File: src/sv/sat_pkg.sv
// Package for the ATA to SCSI pass-through block translator.
// Holds the status codes, protocol codes, item types and the command ROM lookup.
// No dependencies.
package sat_pkg;

	localparam int ROM_ROWS = 94;

	localparam logic [7:0] PT_OPCODE = 8'h85;
	localparam logic [3:0] P_NOD     = 4'h3;
	localparam logic [3:0] P_PIN     = 4'h4;
	localparam logic [3:0] P_POU     = 4'h5;
	localparam logic [3:0] P_DMA     = 4'h6;
	localparam logic [3:0] P_EXD     = 4'h8;
	localparam logic [3:0] P_NCQ     = 4'hC;
	localparam logic       BYT_BLK   = 1'b1;
	localparam logic [1:0] TLEN_CNT  = 2'd2;
	localparam logic [1:0] TLEN_FEAT = 2'd1;
	localparam logic [1:0] TLEN_NONE = 2'd0;
	localparam logic [4:0] LEN_28    = 5'd8;
	localparam logic [4:0] LEN_48    = 5'd12;

	typedef enum logic [1:0] {
		ST_OK,
		ST_BAD_LEN,
		ST_UNKNOWN,
		ST_FORM
	} sat_status_t;

	// ROM lookup result
	typedef struct packed {
		logic       hit;
		logic [6:0] idx;
		logic [3:0] proto;
		logic       queued;
		logic       wide;
	} rom_hit_t;

	// classified request, front to back
	typedef struct packed {
		sat_status_t status;
		logic [6:0]  idx;
		logic [3:0]  proto;
		logic        wide;
		logic [1:0]  tlen;
		logic        dir;
		logic [63:0] front;
		logic [31:0] back;
	} sat_item_t;

	typedef struct packed {
		logic full;
		logic empty;
	} sat_qstat_t;

	function automatic rom_hit_t row(input logic [6:0] idx, input logic [3:0] proto,
			input logic queued, input logic wide);
		rom_hit_t r;
		r.hit    = 1'b1;
		r.idx    = idx;
		r.proto  = proto;
		r.queued = queued;
		r.wide   = wide;
		return r;
	endfunction

	// First matching ROM row. Rows sharing an opcode are contiguous and share
	// one form, so the sub-field picks the row directly.
	function automatic rom_hit_t rom_lookup(input logic [7:0] opc, input logic [15:0] feat_w,
			input logic [7:0] feat_n, input logic [3:0] cnt_hi_w);
		rom_hit_t r;
		r = '0;
		case (opc)
			8'hE5: r = row(7'd0,  P_NOD, 1'b0, 1'b0);
			8'h14: r = row(7'd1,  P_NOD, 1'b0, 1'b1);
			8'h51: r = row(7'd2,  P_NOD, 1'b0, 1'b1);
			8'h06: r = row(7'd3,  P_DMA, 1'b0, 1'b1);
			8'h07: r = row(7'd4,  P_DMA, 1'b0, 1'b1);
			8'h92: r = row(7'd5,  P_POU, 1'b0, 1'b0);
			8'h93: r = row(7'd6,  P_DMA, 1'b0, 1'b0);
			8'h90: r = row(7'd7,  P_EXD, 1'b0, 1'b0);
			8'hE7: r = row(7'd8,  P_NOD, 1'b0, 1'b0);
			8'hEA: r = row(7'd9,  P_NOD, 1'b0, 1'b1);
			8'h78: begin
				if (feat_w <= 16'd2)
					r = row(7'd10 + {5'b0, feat_w[1:0]}, P_NOD, 1'b0, 1'b1);
			end
			8'h12: r = row(7'd13, P_DMA, 1'b0, 1'b1);
			8'hEC: r = row(7'd14, P_PIN, 1'b0, 1'b0);
			8'hE3: r = row(7'd15, P_NOD, 1'b0, 1'b0);
			8'hE1: r = row(7'd16, P_NOD, 1'b0, 1'b0);
			8'h96: r = row(7'd17, P_NOD, 1'b0, 1'b1);
			8'h63: begin
				if (feat_w[3:0] <= 4'd8)
					r = row(7'd18 + {3'b0, feat_w[3:0]}, P_NOD, 1'b1, 1'b1);
			end
			8'h00: r = row(7'd27, P_NOD, 1'b0, 1'b0);
			8'hE4: r = row(7'd28, P_PIN, 1'b0, 1'b0);
			8'hE9: r = row(7'd29, P_DMA, 1'b0, 1'b0);
			8'hC8: r = row(7'd30, P_DMA, 1'b0, 1'b0);
			8'h25: r = row(7'd31, P_DMA, 1'b0, 1'b1);
			8'h60: r = row(7'd32, P_DMA, 1'b1, 1'b1);
			8'h47: r = row(7'd33, P_DMA, 1'b0, 1'b1);
			8'h2F: r = row(7'd34, P_PIN, 1'b0, 1'b1);
			8'h20: r = row(7'd35, P_PIN, 1'b0, 1'b0);
			8'h24: r = row(7'd36, P_PIN, 1'b0, 1'b1);
			8'h2A: r = row(7'd37, P_DMA, 1'b0, 1'b1);
			8'h2B: r = row(7'd38, P_PIN, 1'b0, 1'b1);
			8'h40: r = row(7'd39, P_NOD, 1'b0, 1'b0);
			8'h42: r = row(7'd40, P_NOD, 1'b0, 1'b1);
			8'h65: begin
				if (cnt_hi_w == 4'd1 || cnt_hi_w == 4'd2)
					r = row(7'd40 + {3'b0, cnt_hi_w}, P_DMA, 1'b1, 1'b1);
			end
			8'h7C: r = row(7'd43, P_NOD, 1'b0, 1'b1);
			8'h7E: r = row(7'd44, P_NOD, 1'b0, 1'b1);
			8'h0B: r = row(7'd45, P_NOD, 1'b0, 1'b1);
			8'h7D: r = row(7'd46, P_NOD, 1'b0, 1'b1);
			8'hB4: begin
				case (feat_w)
					16'h0000: r = row(7'd47, P_NOD, 1'b0, 1'b1);
					16'h0011: r = row(7'd48, P_NOD, 1'b0, 1'b1);
					16'h0012: r = row(7'd49, P_NOD, 1'b0, 1'b1);
					16'h0014: r = row(7'd50, P_NOD, 1'b0, 1'b1);
					16'h0020: r = row(7'd51, P_NOD, 1'b0, 1'b1);
					16'h0040: r = row(7'd52, P_NOD, 1'b0, 1'b1);
					default:  r = '0;
				endcase
			end
			8'hF6: r = row(7'd53, P_POU, 1'b0, 1'b0);
			8'hF3: r = row(7'd54, P_NOD, 1'b0, 1'b0);
			8'hF4: r = row(7'd55, P_POU, 1'b0, 1'b0);
			8'hF5: r = row(7'd56, P_NOD, 1'b0, 1'b0);
			8'hF1: r = row(7'd57, P_NOD, 1'b0, 1'b0);
			8'hF2: r = row(7'd58, P_NOD, 1'b0, 1'b0);
			8'h64: begin
				if (cnt_hi_w <= 4'd5)
					r = row(7'd59 + {3'b0, cnt_hi_w}, P_DMA, 1'b1, 1'b1);
			end
			8'h77: r = row(7'd65, P_NOD, 1'b0, 1'b1);
			8'hEF: r = row(7'd66, P_NOD, 1'b0, 1'b0);
			8'hB2: r = row(7'd67, P_NOD, 1'b0, 1'b1);
			8'hE6: r = row(7'd68, P_NOD, 1'b0, 1'b0);
			8'hB0: begin
				case (feat_n)
					8'hD5:   r = row(7'd69, P_PIN, 1'b0, 1'b0);
					8'hD6:   r = row(7'd70, P_POU, 1'b0, 1'b0);
					8'hDA:   r = row(7'd71, P_NOD, 1'b0, 1'b0);
					default: r = '0;
				endcase
			end
			8'hE2: r = row(7'd72, P_NOD, 1'b0, 1'b0);
			8'hE0: r = row(7'd73, P_NOD, 1'b0, 1'b0);
			8'h5B: r = row(7'd74, P_NOD, 1'b0, 1'b0);
			8'h5C: r = row(7'd75, P_PIN, 1'b0, 1'b0);
			8'h5D: r = row(7'd76, P_DMA, 1'b0, 1'b0);
			8'h5E: r = row(7'd77, P_NOD, 1'b0, 1'b0);
			8'h5F: r = row(7'd78, P_DMA, 1'b0, 1'b0);
			8'hE8: r = row(7'd79, P_POU, 1'b0, 1'b0);
			8'hEB: r = row(7'd80, P_DMA, 1'b0, 1'b0);
			8'hCA: r = row(7'd81, P_DMA, 1'b0, 1'b0);
			8'h35: r = row(7'd82, P_DMA, 1'b0, 1'b1);
			8'h3D: r = row(7'd83, P_DMA, 1'b0, 1'b1);
			8'h61: r = row(7'd84, P_DMA, 1'b1, 1'b1);
			8'h66: r = row(7'd85, P_DMA, 1'b0, 1'b1);
			8'h57: r = row(7'd86, P_DMA, 1'b0, 1'b1);
			8'h3F: r = row(7'd87, P_POU, 1'b0, 1'b1);
			8'h30: r = row(7'd88, P_POU, 1'b0, 1'b0);
			8'h34: r = row(7'd89, P_POU, 1'b0, 1'b1);
			8'h3A: r = row(7'd90, P_DMA, 1'b0, 1'b1);
			8'h3B: r = row(7'd91, P_POU, 1'b0, 1'b1);
			8'h45: r = row(7'd92, P_NOD, 1'b0, 1'b1);
			8'h44: r = row(7'd93, P_NOD, 1'b0, 1'b1);
			default: r = '0;
		endcase
		return r;
	endfunction

endpackage

File: src/sv/sat_if.sv
// Channel interfaces of the pass-through translator: ATA request in, CDB out.
// Valid/ready handshake, payload carried with valid. No dependencies.
interface sat_cmd_if;
	logic        valid;
	logic        ready;
	logic [63:0] cmd_bytes_front;
	logic [31:0] cmd_bytes_back;
	logic [4:0]  block_length;
	logic        has_buffer;
	logic        from_device;

	modport source (output valid, cmd_bytes_front, cmd_bytes_back, block_length,
		has_buffer, from_device, input ready);
	modport sink (input valid, cmd_bytes_front, cmd_bytes_back, block_length,
		has_buffer, from_device, output ready);
endinterface

interface sat_pass_if;
	logic        valid;
	logic        ready;
	logic [1:0]  status;
	logic [63:0] pass_bytes_front;
	logic [63:0] pass_bytes_back;
	logic [6:0]  entry_index;

	modport source (output valid, status, pass_bytes_front, pass_bytes_back, entry_index,
		input ready);
	modport sink (input valid, status, pass_bytes_front, pass_bytes_back, entry_index,
		output ready);
endinterface

File: src/sv/sat_front.sv
// Front end: accepts ATA requests, checks length, looks up the command ROM.
// Depends on sat_pkg and sat_cmd_if.
module sat_front (
	sat_cmd_if.sink           cmd,
	input  sat_pkg::sat_qstat_t q_stat,
	output logic              push,
	output sat_pkg::sat_item_t push_item
);
	import sat_pkg::*;

	logic [7:0] b [12];
	logic       len8;
	logic       len12;
	logic [7:0] opc;
	rom_hit_t   lk;

	always_comb begin
		for (int i = 0; i < 8; i++)
			b[i] = cmd.cmd_bytes_front[63 - 8 * i -: 8];
		for (int i = 0; i < 4; i++)
			b[8 + i] = cmd.cmd_bytes_back[31 - 8 * i -: 8];
	end

	assign len8  = (cmd.block_length == LEN_28);
	assign len12 = (cmd.block_length == LEN_48);
	// opcode is the last byte of the block
	assign opc   = len12 ? b[11] : b[7];
	// wide rows read feature as bytes 0:1 and the count sub-field from the low nibble of byte 2
	assign lk    = rom_lookup(opc, {b[0], b[1]}, b[0], b[2][3:0]);

	assign cmd.ready = !q_stat.full;
	assign push      = cmd.valid && !q_stat.full;

	always_comb begin
		push_item.front = cmd.cmd_bytes_front;
		push_item.back  = cmd.cmd_bytes_back;
		push_item.dir   = cmd.from_device;
		push_item.wide  = lk.wide;
		push_item.proto = lk.queued ? P_NCQ : lk.proto;
		if (!cmd.has_buffer)
			push_item.tlen = TLEN_NONE;
		else
			push_item.tlen = lk.queued ? TLEN_FEAT : TLEN_CNT;
		if (!(len8 || len12)) begin
			push_item.status = ST_BAD_LEN;
			push_item.idx    = '0;
		end else if (!lk.hit) begin
			push_item.status = ST_UNKNOWN;
			push_item.idx    = '0;
		end else if (lk.wide != len12) begin
			push_item.status = ST_FORM;
			push_item.idx    = lk.idx;
		end else begin
			push_item.status = ST_OK;
			push_item.idx    = lk.idx;
		end
	end
endmodule

File: src/sv/sat_queue.sv
// Small FIFO between the classifying front end and the CDB builder.
// Depends on sat_pkg.
module sat_queue #(
	parameter int DEPTH = 2
) (
	input  logic               clk,
	input  logic               arst_n,
	input  logic               push,
	input  sat_pkg::sat_item_t push_item,
	input  logic               pop,
	output sat_pkg::sat_item_t head_item,
	output sat_pkg::sat_qstat_t stat
);
	import sat_pkg::*;

	localparam int PTR_W = $clog2(DEPTH);
	localparam int CNT_W = $clog2(DEPTH + 1);

	sat_item_t        mem_q [DEPTH];
	logic [PTR_W-1:0] wr_ptr_q;
	logic [PTR_W-1:0] rd_ptr_q;
	logic [CNT_W-1:0] count_q;

	assign stat.full  = (count_q == CNT_W'(DEPTH));
	assign stat.empty = (count_q == '0);
	assign head_item  = mem_q[rd_ptr_q];

	always_ff @(posedge clk) begin
		if (push)
			mem_q[wr_ptr_q] <= push_item;
	end

	always_ff @(posedge clk or negedge arst_n) begin
		if (!arst_n) begin
			wr_ptr_q <= '0;
			rd_ptr_q <= '0;
			count_q  <= '0;
		end else begin
			if (push)
				wr_ptr_q <= (wr_ptr_q == PTR_W'(DEPTH - 1)) ? '0 : wr_ptr_q + 1'b1;
			if (pop)
				rd_ptr_q <= (rd_ptr_q == PTR_W'(DEPTH - 1)) ? '0 : rd_ptr_q + 1'b1;
			if (push && !pop)
				count_q <= count_q + 1'b1;
			else if (pop && !push)
				count_q <= count_q - 1'b1;
		end
	end
endmodule

File: src/sv/sat_back.sv
// Back end: builds the 16-byte ATA PASS-THROUGH(16) CDB into the output register.
// Depends on sat_pkg and sat_pass_if.
module sat_back (
	input  logic               clk,
	input  logic               arst_n,
	input  sat_pkg::sat_item_t head_item,
	input  sat_pkg::sat_qstat_t q_stat,
	output logic               pop,
	sat_pass_if.source         pass
);
	import sat_pkg::*;

	logic [7:0]  b [12];
	logic [7:0]  p [16];
	logic [63:0] pf;
	logic [63:0] pb;
	logic        valid_q;
	sat_status_t status_q;
	logic [63:0] front_q;
	logic [63:0] back_q;
	logic [6:0]  idx_q;

	always_comb begin
		for (int i = 0; i < 8; i++)
			b[i] = head_item.front[63 - 8 * i -: 8];
		for (int i = 0; i < 4; i++)
			b[8 + i] = head_item.back[31 - 8 * i -: 8];
	end

	always_comb begin
		for (int i = 0; i < 16; i++)
			p[i] = '0;
		p[0] = PT_OPCODE;
		p[1] = {3'b0, head_item.proto, head_item.wide};
		p[2] = {4'b0, head_item.dir, BYT_BLK, head_item.tlen};
		if (head_item.wide) begin
			// LBA shuffle of the 48-bit form
			p[3]  = b[0];
			p[4]  = b[1];
			p[5]  = b[2];
			p[6]  = b[3];
			p[7]  = b[6];
			p[8]  = b[9];
			p[9]  = b[5];
			p[10] = b[8];
			p[11] = b[4];
			p[12] = b[7];
			p[13] = b[10];
			p[14] = b[11];
		end else begin
			p[4]  = b[0];
			p[6]  = b[1];
			p[7]  = {4'b0, b[2][3:0]};
			p[8]  = b[5];
			p[10] = b[4];
			p[12] = b[3];
			p[13] = b[6];
			p[14] = b[7];
		end
		for (int i = 0; i < 8; i++) begin
			pf[63 - 8 * i -: 8] = p[i];
			pb[63 - 8 * i -: 8] = p[8 + i];
		end
	end

	assign pop = !q_stat.empty && (!valid_q || pass.ready);

	always_ff @(posedge clk) begin
		if (pop) begin
			status_q <= head_item.status;
			idx_q    <= head_item.idx;
			front_q  <= (head_item.status == ST_OK) ? pf : '0;
			back_q   <= (head_item.status == ST_OK) ? pb : '0;
		end
	end

	always_ff @(posedge clk or negedge arst_n) begin
		if (!arst_n) begin
			valid_q <= 1'b0;
		end else begin
			if (pop)
				valid_q <= 1'b1;
			else if (pass.ready)
				valid_q <= 1'b0;
		end
	end

	assign pass.valid            = valid_q;
	assign pass.status           = status_q;
	assign pass.pass_bytes_front = front_q;
	assign pass.pass_bytes_back  = back_q;
	assign pass.entry_index      = idx_q;
endmodule

File: src/sv/ata_to_scsi_passthrough_cdb_top.sv
// Top level of the ATA to SCSI ATA PASS-THROUGH(16) CDB translator.
// Depends on sat_pkg, sat_if, sat_front, sat_queue and sat_back.
//
// Usage:
//   cmd  : ATA request in (8- or 12-byte block, buffer flag, direction).
//   pass : one result per request: status, the 16-byte CDB, matched ROM row.
//   A request is taken on a clock edge with valid and ready high.
// Throughput: one request per cycle, sustained while pass.ready stays high. The front
//   end classifies a request against the command ROM in the cycle it is taken; the
//   back end builds the CDB from the queue head into the output register.
// Path: the request is queued at the edge that takes it; the back end then moves it
//   from the queue head into the output register, where it can be taken.
// Stall: the queue of QUEUE_DEPTH entries plus the output register hold
//   pending results; cmd.ready drops only when the queue is full, and a
//   stalled result holds steady until taken.
// Reset: arst_n empties the queue and the output register; the block has no
//   other state and can take a request as soon as reset is released.
module ata_to_scsi_passthrough_cdb_top #(
	parameter int QUEUE_DEPTH = 2
) (
	input logic      clk,
	input logic      arst_n,
	sat_cmd_if.sink  cmd,
	sat_pass_if.source pass
);
	import sat_pkg::*;

	logic       push;
	logic       pop;
	sat_item_t  push_item;
	sat_item_t  head_item;
	sat_qstat_t q_stat;

	sat_front u_front (
		.cmd       (cmd),
		.q_stat    (q_stat),
		.push      (push),
		.push_item (push_item)
	);

	sat_queue #(
		.DEPTH (QUEUE_DEPTH)
	) u_queue (
		.clk       (clk),
		.arst_n    (arst_n),
		.push      (push),
		.push_item (push_item),
		.pop       (pop),
		.head_item (head_item),
		.stat      (q_stat)
	);

	sat_back u_back (
		.clk       (clk),
		.arst_n    (arst_n),
		.head_item (head_item),
		.q_stat    (q_stat),
		.pop       (pop),
		.pass      (pass)
	);

	a_err_zero: assert property (@(posedge clk) disable iff (!arst_n)
		(pass.valid && pass.status != ST_OK) |->
		(pass.pass_bytes_front == '0 && pass.pass_bytes_back == '0))
		else $error("error result carries nonzero CDB bytes");

	a_idx_zero: assert property (@(posedge clk) disable iff (!arst_n)
		(pass.valid && (pass.status == ST_BAD_LEN || pass.status == ST_UNKNOWN)) |->
		(pass.entry_index == '0))
		else $error("unmatched request reports a ROM row");

	a_ok_head: assert property (@(posedge clk) disable iff (!arst_n)
		(pass.valid && pass.status == ST_OK) |->
		(pass.pass_bytes_front[63:56] == PT_OPCODE && pass.pass_bytes_front[42] == BYT_BLK))
		else $error("good result lacks pass-through opcode or byt_blk");
endmodule
File: src/flat_wrapper.sv
// flat-port wrapper written by rule: the top's interface ports become plain ports
module ata_to_scsi_passthrough_cdb_top_flat import sat_pkg::*;
#(
	parameter int QUEUE_DEPTH = 2
)
  (clk, arst_n, cmd_valid, cmd_cmd_bytes_front, cmd_cmd_bytes_back, cmd_block_length, cmd_has_buffer, cmd_from_device, cmd_ready, pass_valid, pass_status, pass_pass_bytes_front, pass_pass_bytes_back, pass_entry_index, pass_ready);
  sat_cmd_if cmd_i ();
  sat_pass_if pass_i ();
  input logic clk;
  input logic arst_n;
  input wire logic [$bits(cmd_i.valid)-1:0] cmd_valid;
  input wire logic [$bits(cmd_i.cmd_bytes_front)-1:0] cmd_cmd_bytes_front;
  input wire logic [$bits(cmd_i.cmd_bytes_back)-1:0] cmd_cmd_bytes_back;
  input wire logic [$bits(cmd_i.block_length)-1:0] cmd_block_length;
  input wire logic [$bits(cmd_i.has_buffer)-1:0] cmd_has_buffer;
  input wire logic [$bits(cmd_i.from_device)-1:0] cmd_from_device;
  output wire logic [$bits(cmd_i.ready)-1:0] cmd_ready;
  output wire logic [$bits(pass_i.valid)-1:0] pass_valid;
  output wire logic [$bits(pass_i.status)-1:0] pass_status;
  output wire logic [$bits(pass_i.pass_bytes_front)-1:0] pass_pass_bytes_front;
  output wire logic [$bits(pass_i.pass_bytes_back)-1:0] pass_pass_bytes_back;
  output wire logic [$bits(pass_i.entry_index)-1:0] pass_entry_index;
  input wire logic [$bits(pass_i.ready)-1:0] pass_ready;
  assign cmd_i.valid = cmd_valid;
  assign cmd_i.cmd_bytes_front = cmd_cmd_bytes_front;
  assign cmd_i.cmd_bytes_back = cmd_cmd_bytes_back;
  assign cmd_i.block_length = cmd_block_length;
  assign cmd_i.has_buffer = cmd_has_buffer;
  assign cmd_i.from_device = cmd_from_device;
  assign cmd_ready = cmd_i.ready;
  assign pass_valid = pass_i.valid;
  assign pass_status = pass_i.status;
  assign pass_pass_bytes_front = pass_i.pass_bytes_front;
  assign pass_pass_bytes_back = pass_i.pass_bytes_back;
  assign pass_entry_index = pass_i.entry_index;
  assign pass_i.ready = pass_ready;
  ata_to_scsi_passthrough_cdb_top #(.QUEUE_DEPTH(QUEUE_DEPTH)) u_core (.clk(clk), .arst_n(arst_n), .cmd(cmd_i), .pass(pass_i));
endmodule
File: config.mk
export PLATFORM = sky130hd
export DESIGN_NAME = ata_to_scsi_passthrough_cdb_top_flat
export DESIGN_NICKNAME = d
export VERILOG_FILES = /design/src/sv/sat_pkg.sv /design/src/sv/sat_if.sv /design/src/sv/sat_front.sv /design/src/sv/sat_queue.sv /design/src/sv/sat_back.sv /design/src/sv/ata_to_scsi_passthrough_cdb_top.sv /design/src/flat_wrapper.sv
export SDC_FILE = /design/constraint.sdc
export NUM_CORES = 1
export LEC_CHECK = 0
export BUFFER_PORTS_ARGS = -buffer_cell sky130_fd_sc_hd__buf_2
export CELL_PAD_IN_SITES_DETAIL_PLACEMENT = 1
export CELL_PAD_IN_SITES_GLOBAL_PLACEMENT = 1
export CORE_MARGIN = 3
export CORE_UTILIZATION = 47
export CTS_CLUSTER_SIZE = 28
export DETAILED_ROUTE_END_ITERATION = 8
export PLACE_DENSITY = 0.93
export REMOVE_ABC_BUFFERS = 1
export SLEW_MARGIN = 20
export SYNTH_ARGS = -nofsm -noshare
export SYNTH_HDL_FRONTEND = slang
export SYNTH_SLANG_ARGS = --single-unit
File: constraint.sdc
create_clock -name clk -period 7.3 [get_ports clk]
set_input_delay 1.46 -clock clk [delete_from_list [all_inputs] [get_ports clk]]
set_output_delay 1.46 -clock clk [all_outputs]
set_load 0.01 [all_outputs]
==> run metrics <==
run status finished, final reports clean; global-route wire length before repair 98000 microns; I/O pin count 246; leakage 7.37 nW; type of the most critical hold path flop to flop; Total GRT Usage 33.2%; Clock H-tree levels 2; number of optimization iterations in the first detailed-route pass 6; Nets 1666; cts-stage hold buffer count 0; worst slew slack as a fraction of its limit 25.2%; Mapped Cells 1378; Peak VDD IR 0.243 mV; clock transition at the register clock pins on the worst setup and hold paths after CTS 0.06 ns; initial standard-cell utilization of the core 48.3%; Row Count 69; total wirelength of the detailed-routed design 67300 microns; total of endpoints with negative setup slack in the final report 0; largest fanout of any net on the critical path 30; die area 39400 sq um; Worst Max-Slew Pin Slew 1.11 ns; Post-Synthesis Mean Instance Area 12.6 sq um; share of post-route cells with drive strength above 1 23.0%; TritonCTS clock tree built; Setup WS pre-CTS 1.81 ns; area added between synthesis and finish 14.3%; CP Launch Type primary input; critical path class primary input to flop; largest buffer count on any clock path 3; clk sink count 345; fin crit share 70.3%; drc violations 0; pwr/cell area 346 nW/um^2; type of element capturing the critical path flop; Antenna Nets Post-Route 0; share of the yosys chip area belonging to registers 59.3%; total number of vias 13926; worst clock skew 0.0290 ns; worst-case setup margin in the final layout 2.17 ns; maximum number of pins on one net before global-route repair 116; cell area after technology mapping 17400 sq um; most frequent cells in the layout sky130_fd_sc_hd__edfxtp_1, sky130_fd_sc_hd__buf_2, sky130_fd_sc_hd__a211oi_1, sky130_fd_sc_hd__mux2i_1, sky130_fd_sc_hd__nor2_1; number of vias per cell after detailed routing 6.82; number of antenna violations at the first check in global routing 10; Period minus WS final 5.13 ns; final max-slew violation count 0; PortBufs 225; Final Hold Fails 0; cts bufs inserted 35; Warnings, synthesis 0; clock root buffer master sky130_fd_sc_hd__clkbuf_16; Core Area 36100 sq um; DR WL/cell 32.9 microns; setup_tns 0 ns; fraction of registers with async set/reset 1.45%; Post-CTS Resized 0; drt initial violations 1633; commonest non-fill, non-tap cell in the layout sky130_fd_sc_hd__edfxtp_1; DIE HEIGHT 199 microns; number of synthesized register bits 345; final weighted congestion in routability-driven placement 1.04; grt total ovfl 0; max_cap viols 0; required time of the critical path 7.58 ns; achievable clock frequency 195 MHz; width of the chip 199 microns; primary flip-flop cell chosen by synthesis mapping sky130_fd_sc_hd__edfxtp_1; buffer count from post-CTS setup fixing 0; via count of the first global-routing pass 14468; setup repair after global routing missed its margin false; insertion delay to the later sink of the worst-skew pair 0.53 ns; data arrival time of the worst path 5.41 ns; unique cell type count in the Yosys netlist 88; half-perimeter wire length after placement 44300 microns; number of enable flip-flop cells after synthesis 340
==> Yosys cell counts, drive strengths merged, types with 12 or more instances <==
library cell	n	area [sq um]
a211oi	105	788
a21oi	22	114
buf	44	272
clkbuf	92	345
edfxtp	340	10200
inv	17	63.8
mux2	29	327
mux2i	106	1060
nand2	41	154
nand2b	14	87.6
nand3	20	100
nand4	33	206
nand4b	12	105
nor2	101	382
nor2b	48	300
nor3	20	100
nor4	12	75.1
nor4b	20	181
nor4bb	15	150
o211ai	15	113
o21ai	36	180
==> state kept, by name, indices dropped and copies added, names as in the netlist, 2 cells and up <==
| name | flops |
|---|---|
| u_core.u_queue.mem_q | 226 |
| u_core.u_back.pass.pass_bytes_back | 56 |
| u_core.u_back.pass.status | 2 |
| u_core.u_back.pass.entry_index | 7 |
| u_core.u_back.pass.pass_bytes_front | 49 |
| u_core.u_queue.count_q | 2 |
==> final cells by class <==
class	instances	area [sq um]
fill	3650	16200
sequential	345	10300
multi-input combinational	899	6520
timing repair buffer	254	1360
clock buffer	48	956
tap	461	577
clock inverter	14	81.3
inverter	17	66.3
antenna	5	12.5
==> critical path, cell delays in order <==
cell and delay (ns):
sky130_fd_sc_hd__buf_2 0.12, sky130_fd_sc_hd__or4b_4 0.76, sky130_fd_sc_hd__nor2_2 0.46, sky130_fd_sc_hd__buf_4 0.39, sky130_fd_sc_hd__o21ai_0 0.19, sky130_fd_sc_hd__a2111oi_0 0.88, sky130_fd_sc_hd__nand3_1 0.28, sky130_fd_sc_hd__or3_4 0.43
sky130_fd_sc_hd__a211oi_1 0.40
==> worst paths after layout <==
path | from | end | slack [ns] | depth (start not counted)
setup / recovery | cmd_block_length[4] | u_core.u_queue.mem_q[0][111] | 2.17 | 9
setup reg to reg | u_core.u_queue.rd_ptr_q | u_core.u_back.pass.pass_bytes_back[32] | 3.67 | 6
min in group asynchronous | arst_n | u_core.u_queue.wr_ptr_q | 0.74 | 1
hold reg to reg | u_core.u_back.pass.valid | u_core.u_back.pass.valid | 0.56 | 2
max in group asynchronous | arst_n | u_core.u_queue.rd_ptr_q | 6.39 | 1
hold / removal | u_core.u_back.pass.valid | u_core.u_back.pass.valid | 0.56 | 2
==> kinds of logic (layout without fill, tap and decap cells) <==
logic type / after synthesis / in the layout / synth area share, %
AND/OR/NAND/NOR: 423 / 423 / 14.7
flip-flops: 345 / 345 / 59.3
AO/OA/AOI/OAI: 300 / 300 / 12.9
buffers and inverters: 153 / 333 / 3.91
multiplexers: 135 / 135 / 7.96
XOR/XNOR: 14 / 14 / 0.704
adder cells (fa/ha/maj): 7 / 7 / 0.503
other: 1 / 25 / 0.0215
==> stage by stage <==
stage          util, %  hold slack [ns]  instance area (sq um)  cells  power [mW]
2_1_floorplan        -            0.461                  16900   1261        4.38
3_3_place_gp      52.3            0.474                  18900   1976        4.95
3_5_place_dp      52.3            0.523                  18900   1976        5.14
4_1_cts           55.1            0.552                  19900   2038        6.88
5_1_grt           55.2            0.569                  19900   2040        7.15
6_report          55.2            0.557                  19900   2043        6.90
==> where the power goes <==
part	switching (mW)	internal, mW	leakage (nW)	total (mW)
Sequential	0.307	2.93	3.31	3.23
Combinational	1.37	0.627	3.54	2.00
Clock	0.743	0.922	0.509	1.67
Total	2.42	4.48	7.37	6.90
==> per-layer routing <==
| layer | vias up | part of all wire [%] | GRT usage [%] |
|---|---|---|---|
| met3 | 207 | 9.0 | 7.25 |
| met4 | 14 | 4.1 | 12.7 |
| met5 | - | 0.15 | 0 |
| li1 | 5788 | - | - |
| met2 | 896 | 50 | 57.7 |
| met1 | 7021 | 37 | 40.8 |
Note: power is estimated with default switching activity, not from simulation.
